--- src/design/qrs_pkg.sv ---
// ----------------------------------------------------------------------------
// qrs_pkg: shared types and constants for the quadratic root solver
// Widths of the square-root and divider chains and the cell tag structs.
// ----------------------------------------------------------------------------
package qrs_pkg;

	localparam int FRAC_BITS   = 16;
	localparam int COEF_W      = 16;
	localparam int DELTA_PAIRS = 17;
	localparam int DW          = 2 * DELTA_PAIRS;          // discriminant bits
	localparam int RB          = DELTA_PAIRS + FRAC_BITS;  // sqrt result bits
	localparam int RW          = RB + 2;                   // sqrt remainder bits
	localparam int BW          = 17 + FRAC_BITS;           // -b * 2^F, signed
	localparam int NSW         = 19 + FRAC_BITS;           // numerator, signed
	localparam int NMW         = 18 + FRAC_BITS;           // numerator magnitude
	localparam int DENW        = 17;                       // |2a|
	localparam int DRW         = DENW + 1;                 // divider remainder
	localparam int ROOT_W      = 48;
	localparam int LATENCY     = 3 + RB + NMW;

	typedef enum logic [1:0] {
		ST_NOT_QUAD = 2'd0,
		ST_NO_ROOT  = 2'd1,
		ST_ONE_ROOT = 2'd2,
		ST_TWO_ROOT = 2'd3
	} status_t;

	// travels with a request through the sqrt chain
	typedef struct packed {
		logic                 valid;
		status_t              status;
		logic                 a_neg;
		logic [DENW-1:0]      den;
		logic signed [BW-1:0] base;
	} sq_tag_t;

	// travels with a request through the divider chain
	typedef struct packed {
		logic            valid;
		status_t         status;
		logic            neg_p;
		logic            neg_m;
		logic [DENW-1:0] den;
	} dv_tag_t;

endpackage

--- src/design/qrs_div_cell.sv ---
// ----------------------------------------------------------------------------
// qrs_div_cell: one quotient bit of two restoring divisions
// Both numerator magnitudes share the same divisor |2a|.
// ----------------------------------------------------------------------------
module qrs_div_cell (
	input  logic                     clk,
	input  logic                     arst_n,
	input  qrs_pkg::dv_tag_t         tag_in,
	input  logic [1:0][qrs_pkg::NMW-1:0] num_in,
	input  logic [1:0][qrs_pkg::DRW-1:0] rem_in,
	input  logic [1:0][qrs_pkg::NMW-1:0] quo_in,
	output qrs_pkg::dv_tag_t         tag_q,
	output logic [1:0][qrs_pkg::NMW-1:0] num_q,
	output logic [1:0][qrs_pkg::DRW-1:0] rem_q,
	output logic [1:0][qrs_pkg::NMW-1:0] quo_q
);

	logic [1:0][qrs_pkg::DRW-1:0] rem_x;
	logic [qrs_pkg::DRW-1:0]      den_x;
	logic [1:0]                   ge;

	// shift in the next numerator bit and try the subtract
	always_comb begin
		den_x = {1'b0, tag_in.den};
		for (int i = 0; i < 2; i++) begin
			rem_x[i] = {rem_in[i][qrs_pkg::DRW-2:0], num_in[i][qrs_pkg::NMW-1]};
			ge[i]    = (rem_x[i] >= den_x);
		end
	end

	always_ff @(posedge clk or negedge arst_n) begin
		if (!arst_n) begin
			tag_q <= '0;
		end else begin
			tag_q <= tag_in;
		end
	end

	always_ff @(posedge clk) begin
		for (int i = 0; i < 2; i++) begin
			num_q[i] <= {num_in[i][qrs_pkg::NMW-2:0], 1'b0};
			rem_q[i] <= ge[i] ? (rem_x[i] - den_x) : rem_x[i];
			quo_q[i] <= {quo_in[i][qrs_pkg::NMW-2:0], ge[i]};
		end
	end

endmodule

--- config.mk ---
export PLATFORM = sky130hd
export DESIGN_NAME = qrs_div_cell
export DESIGN_NICKNAME = d
export VERILOG_FILES = /design/src/design/qrs_pkg.sv /design/src/design/qrs_div_cell.sv
export SDC_FILE = /design/constraint.sdc
export NUM_CORES = 1
export LEC_CHECK = 0
export BUFFER_PORTS_ARGS = -buffer_cell sky130_fd_sc_hd__buf_2
export CORE_AREA = 2 2 152 154
export CTS_BUF_LIST = sky130_fd_sc_hd__clkbuf_16
export DETAILED_ROUTE_END_ITERATION = 6
export DIE_AREA = 0 0 154 156
export PLACE_DENSITY_LB_ADDON = 0.15
export SYNTH_ARGS = -nofsm -noshare
export SYNTH_HDL_FRONTEND = slang
export SYNTH_SLANG_ARGS = --single-unit
--- constraint.sdc ---
create_clock -name clk -period 0.8 [get_ports clk]
set_clock_uncertainty 0.2 [all_clocks]
set_input_delay 0.04 -clock clk [delete_from_list [all_inputs] [get_ports clk]]
set_output_delay 0.04 -clock clk [all_outputs]
set_load 0.005 [all_outputs]
==> results.tsv, run 1 <==
metric	value	unit
status	finished with violations	
violations	hold timing, setup timing	
port_buffers	383	
ys_seq_area_share	64.8	%
cp.arrival	2.01	ns
synthAdderAreaFrac	7.63	%
hold_viol	50	
syn_area	0.00610	mm2
rsz0062_at_grt	true	
synth_xor_area_share	3.88	%
worstHoldPathCells	1	
drive_above_1_share	57.7	%
yosys.area_share.simple	6.23	%
place_area	0.00919	mm2
synth-edff-count	0	
vdd_drop_max	1.65	mV
initial_utilization	27.3	%
grtUsageTotal	18.4	%
tns	-96.81	ns
final_cell_mix	335 x buf_2, 165 x dlygate4sd3_1, 115 x dfxtp_1, 100 x buf_4	
final_nets	1399	
grt_overflow	0	
via_count	6166	
start_kind	input pin	
finalSetupViolations	230	
synth_async_sr_flop_share	11.5	%
criticalPathCategory	input pin to flop	
cts-root-buf	clkbuf_16	
whs	-0.441	ns
grt_pass1_vias	6445	
path_clk_slew	0.08	ns
cp-end-kind	flop	
wl_per_cell	16.2	um
first_iter_violations	198	
grt_pass1_wl	34200	um
rows	55	
fmax	0.529	GHz
drv_slew	0	
clock_sinks	192	
drc_errors	0	
routed_wl	23700	um
final_area	0.0124	mm2
place_ws	-1.67	ns
mostFrequentLayoutCell	buf_2	
hold_class	input pin to flop	
period_share	237	%
grt_max_degree	23	
syn_avg_cell_area	12.2	um2
viasPerCell	4.21	
ys_types	52	
critPathMaxFanout	7	
gp_congestion	0.784	
n_fill_cell	1910	
cts_tree	built	
cpMaxStageDelayCell	a221o_1	
yosys_register_bits	192	
cts_buffer_depth	2	
area_growth	103	%
synth_top_family_by_area	compound AO/OA/AOI/OAI gates	
grt_antenna_before_repair	1	
worstPathCellList	buf_12 > inv_12 > ha_4 > inv_2 > fa_2 > a21o_1 > nand2_2 > a31oi_4 > a2bb2oi_2 > a221o_1 > buf_6 > mux2_4	
p_leak	5.93	nW
setup_slack	-1.09	ns
synth-main-ff-cell	dfxtp_1	
top_level_ports	390	
cts_max_level	4	
dpl.hpwl	16500	um
fp.dieW	154	um
firstDrtPassIters	4	
critPathRequiredTime	0.92	ns
max_stage_delay	0.36	ns
syn_inst	500	
synth_compound_area_share	10.9	%
core	0.0224	mm2
cts_buffers	17	
powerDensity	2070	mW/mm2
dieArea	0.0240	mm2
drv_cap	0	
synthMuxAreaShare	3.61	%
ys_warn_count	0	
min_period	1.89	ns
dieHeight	156	um
detail-route-antenna-nets	0	
## stage by stage
stage	std cells	total power, mW	utilization, %	hold WS, ns
final	1466	25.6	55.3	-0.441
after global routing	1465	26.7	55.3	-0.460
after CTS	1457	25.3	53.2	-0.455
after detailed placement	1254	15.1	41.1	-0.208
after global placement	1254	15.1	41.1	-0.207
after floorplan	501	12.7	-	-0.456
## flip-flops by register name, summed over array words and instances, names as in the netlist
signal,cells
rem_q,36
num_q,66
quo_q,68
tag_q,22
## critical path, delay by kind of cell
family	cells	cell delay [ns]
buffers and inverters	4	0.35
adders and majority gates	2	0.44
and+or+nand+nor	1	0.09
muxes	1	0.29
AOI/OAI and AO/OA	4	0.77
## final cells by class
| class | count | area [um2] | area share, % |
|---|---|---|---|
| antenna | 1 | 2.50 | 0.0202 |
| clock buffer | 17 | 425 | 3.44 |
| clock inverter | 15 | 220 | 1.78 |
| inverter | 26 | 125 | 1.01 |
| multi-input combinational | 269 | 2410 | 19.4 |
| sequential | 192 | 4020 | 32.5 |
| tap | 285 | 357 | 2.88 |
| timing repair buffer | 661 | 4820 | 38.9 |
## cell families after synthesis
| kind of cell | Yosys count |
|---|---|
| flip-flops | 192 |
| AO/OA/AOI/OAI | 106 |
| other | 1 |
| multiplexers | 18 |
| XOR/XNOR | 27 |
| AND/OR/NAND/NOR | 80 |
| buffers and inverters | 40 |
| adder cells (fa/ha/maj) | 36 |
## timing repair
item	in CTS	in global routing
setup buffers	7	7
hold endpoints to repair	212	50
pin swaps	17	18
endpoints found under the setup margin	230	230
resized for setup	85	109
hold buffers	164	1
gates cloned	0	0
## per-layer routing
| metal | GRT usage (%) | up-vias | part of all wire (%) |
|---|---|---|---|
| met5 | 0 | - | 0 |
| met4 | 5.47 | 0 | 2.2 |
| met3 | 5.31 | 32 | 5.6 |
| met2 | 34.3 | 225 | 53 |
| met1 | 20.3 | 2863 | 39 |
| li1 | - | 3046 | - |
## report_power, final
group          switching (mW)  total [mW]  internal [mW]
Combinational            2.31        5.69           3.38
Clock                    4.54        9.19           4.65
Sequential              0.253        10.7           10.4
Total                    7.10        25.6           18.5
## synthesized netlist by cell type, types with 4 or more instances
cell type / count / area [um2]
and3_1: 4 / 25.0
dfxtp_1: 170 / 3400
inv_1: 26 / 97.6
a21o_1: 12 / 90.1
nand3_1: 6 / 30.0
a31oi_1: 6 / 37.5
nor2_1: 28 / 105
mux2_4: 5 / 75.1
a21oi_1: 43 / 215
nor2b_1: 5 / 31.3
mux2_2: 12 / 135
nand2_1: 20 / 75.1
xor2_1: 9 / 78.8
xnor2_1: 18 / 158
ha_1: 34 / 425
o21ai_0: 15 / 75.1
dfrtp_1: 22 / 551
clkbuf_1: 8 / 30.0
## path summary, 6_finish.rpt
kind | startpoint | endpoint | slack, ns
max | num_in[33] | rem_q[4] | -1.09
min | tag_in[0] | tag_q[0] | -0.44
max in group asynchronous | arst_n | tag_q[19] | 0.35
min in group asynchronous | arst_n | tag_q[16] | -0.12
No activity file was read; power rests on OpenSTA's default activity.
==> run 2: changes to the inputs <==
Settings changed: TNS_END_PERCENT set to 5.
==> results.tsv, run 2 (synthesis gave the netlist of run 1 again) <==
metric	value	unit	change
critPathRequiredTime	0.91	ns	was 0.92 ns
n_fill_cell	1910		unchanged
status	finished with violations		unchanged
cts_max_level	4		unchanged
finalSetupViolations	230		unchanged
power_switching	6.71	mW	was 7.10 mW
min_period	1.96	ns	was 1.89 ns
cts-root-buf	clkbuf_16		unchanged
largest_reg_flops	68		unchanged
pwr-share-comb	22.6	%	was 22.3%
initial_utilization	27.3	%	unchanged
area_growth	99.0	%	was 103%
p_seq_share	43.4	%	was 41.8%
start_kind	input pin		unchanged
detail-route-antenna-nets	0		unchanged
firstDrtPassIters	4		unchanged
period_share	245	%	was 237%
powerDensity	2030	mW/mm2	was 2070 mW/mm2
rsz0062_at_grt	true		unchanged
criticalPathCategory	input pin to flop		unchanged
clock_sinks	192		unchanged
violations	hold timing, setup timing		unchanged
grt_max_degree	24		was 23
grt_pass1_vias	6365		was 6,445
n_antenna_cell	0		was 1
final_nets	1393		was 1,399
setup_slack	-1.16	ns	was -1.09 ns
p_clk_share	34.0	%	was 35.9%
drv_cap	0		unchanged
multi_input_area	0.00225	mm2	was 0.00241 mm2
final_cell_mix	327 x buf_2, 166 x dlygate4sd3_1, 111 x dfxtp_1, 97 x buf_4		was 335 x buf_2, 165 x dlygate4sd3_1, 115 x dfxtp_1, 100 x buf_4
largestRegisters	quo_q: 68 flops, num_q: 66 flops, rem_q: 36 flops		unchanged
dieHeight	156	um	unchanged
path_clk_slew	0.07	ns	was 0.08 ns
hold_class	input pin to flop		unchanged
core	0.0224	mm2	unchanged
p_int	18.0	mW	was 18.5 mW
max_stage_delay	0.39	ns	was 0.36 ns
dpl.hpwl	16400	um	was 16,500 um
rows	55		unchanged
largest-register	quo_q		unchanged
gp_congestion	0.816		was 0.784
port_buffers	383		unchanged
viasPerCell	4.23		was 4.21
drv_slew	0		unchanged
cts_tree	built		unchanged
fp.dieW	154	um	unchanged
post-route-util	54.3	%	was 55.3%
grt_pass1_wl	34300	um	was 34,200 um
place_ws	-1.71	ns	was -1.67 ns
swShare	27.2	%	was 27.8%
place_inst	1251		was 1,254
cts_buffer_depth	2		unchanged
drc_errors	0		unchanged
vdd_drop_max	1.32	mV	was 1.65 mV
cpMaxStageDelayCell	a221o_1		unchanged
tns	-97.61	ns	was -96.81 ns
cts_buffers	17		unchanged
first_iter_violations	194		was 198
grt_antenna_before_repair	1		unchanged
routed_wl	23800	um	was 23,700 um
p_leak	5.89	nW	was 5.93 nW
via_count	6161		was 6,166
worstPathCellList	buf_6 > inv_4 > ha_4 > inv_2 > fa_2 > a21o_1 > nand2_2 > a31oi_4 > a2bb2oi_2 > a221o_1 > buf_6 > mux2_4		was buf_12 > inv_12 > ha_4 > inv_2 > fa_2 > a21o_1 > nand2_2 > a31oi_4 > a2bb2oi_2 > a221o_1 > buf_6 > mux2_4
grtUsageTotal	18.5	%	was 18.4%
top_level_ports	390		unchanged
drive_above_1_share	54.8	%	was 57.7%
wl_per_cell	16.3	um	was 16.2 um
cp-end-kind	flop		unchanged
grt_overflow	0		unchanged
path_common_cell	buf_6		
stdcell_count	1458		was 1,466
dieArea	0.0240	mm2	unchanged
hold_viol	49		was 50
critPathMaxFanout	7		unchanged
whs	-0.425	ns	was -0.441 ns
cp.arrival	2.07	ns	was 2.01 ns
fmax	0.511	GHz	was 0.529 GHz
mostFrequentLayoutCell	buf_2		unchanged
seq_area	0.00403	mm2	was 0.00402 mm2
==> run 2: final timing paths <==
kind / from / to / slack, ns / cells after the start
worst max-delay path: num_in[33] / rem_q[9] / -1.16 / 12
worst min-delay path: tag_in[0] / tag_q[0] / -0.42 / 1
max in group asynchronous: arst_n / tag_q[14] / 0.36 / 3
min in group asynchronous: arst_n / tag_q[17] / -0.12 / 3
==> run 2: critical path, delay by kind of cell <==
kind                     cells  cell delay [ns]
AO/OA/AOI/OAI                4             0.84
buffers and inverters        4             0.35
multiplexers                 1             0.29
adder cells (fa/ha/maj)      2             0.45
AND/OR/NAND/NOR              1             0.10
==> run 2: cell type report <==
type	instances	area share [%]
repair buffers	655	39.7
flip-flops and latches	192	33.2
multi-input cells	269	18.5
clock buffers	17	3.50
well taps	285	2.94
clock inverters	14	1.34
inverters	26	0.845
==> run 2: through the flow <==
step / instance area (um2) / hold slack, ns / power (mW)
floorplan: 6140 / -0.456 / 12.6
global placement: 9080 / -0.200 / 15.0
detailed placement: 9080 / -0.206 / 15.0
CTS: 11600 / -0.489 / 24.5
global route: 12100 / -0.451 / 25.9
finish: 12100 / -0.425 / 24.7
==> run 2: power by group through the flow <==
stage | clock network (mW) | registers [mW] | logic [mW]
finish | 8.40 | 10.7 | 5.58
CTS | 8.69 | 10.6 | 5.16
floorplan | 0 | 10.9 | 1.64
global placement | 0 | 10.8 | 4.22
detailed placement | 0 | 10.8 | 4.21
global route | 9.08 | 10.8 | 6.03
==> run 2: per-layer routing <==
| metal | vias to the layer above | track usage, % | wire length [um] |
|---|---|---|---|
| met3 | 46 | 5.75 | 1540 |
| li1 | 3031 | - | - |
| met4 | 2 | 7.65 | 818 |
| met1 | 2863 | 19.0 | 8810 |
| met2 | 219 | 34.7 | 12600 |
| met5 | - | 0 | 14 |
==> run 2: what timing repair did <==
action / CTS / global route
gates resized for setup: 77 / 104
hold endpoints to repair: 212 / 52
pin swaps: 3 / 5
endpoints found under the setup margin: 230 / 230
cloned: 0 / 3
buffers inserted: 2 / 5
hold buffers: 162 / 4
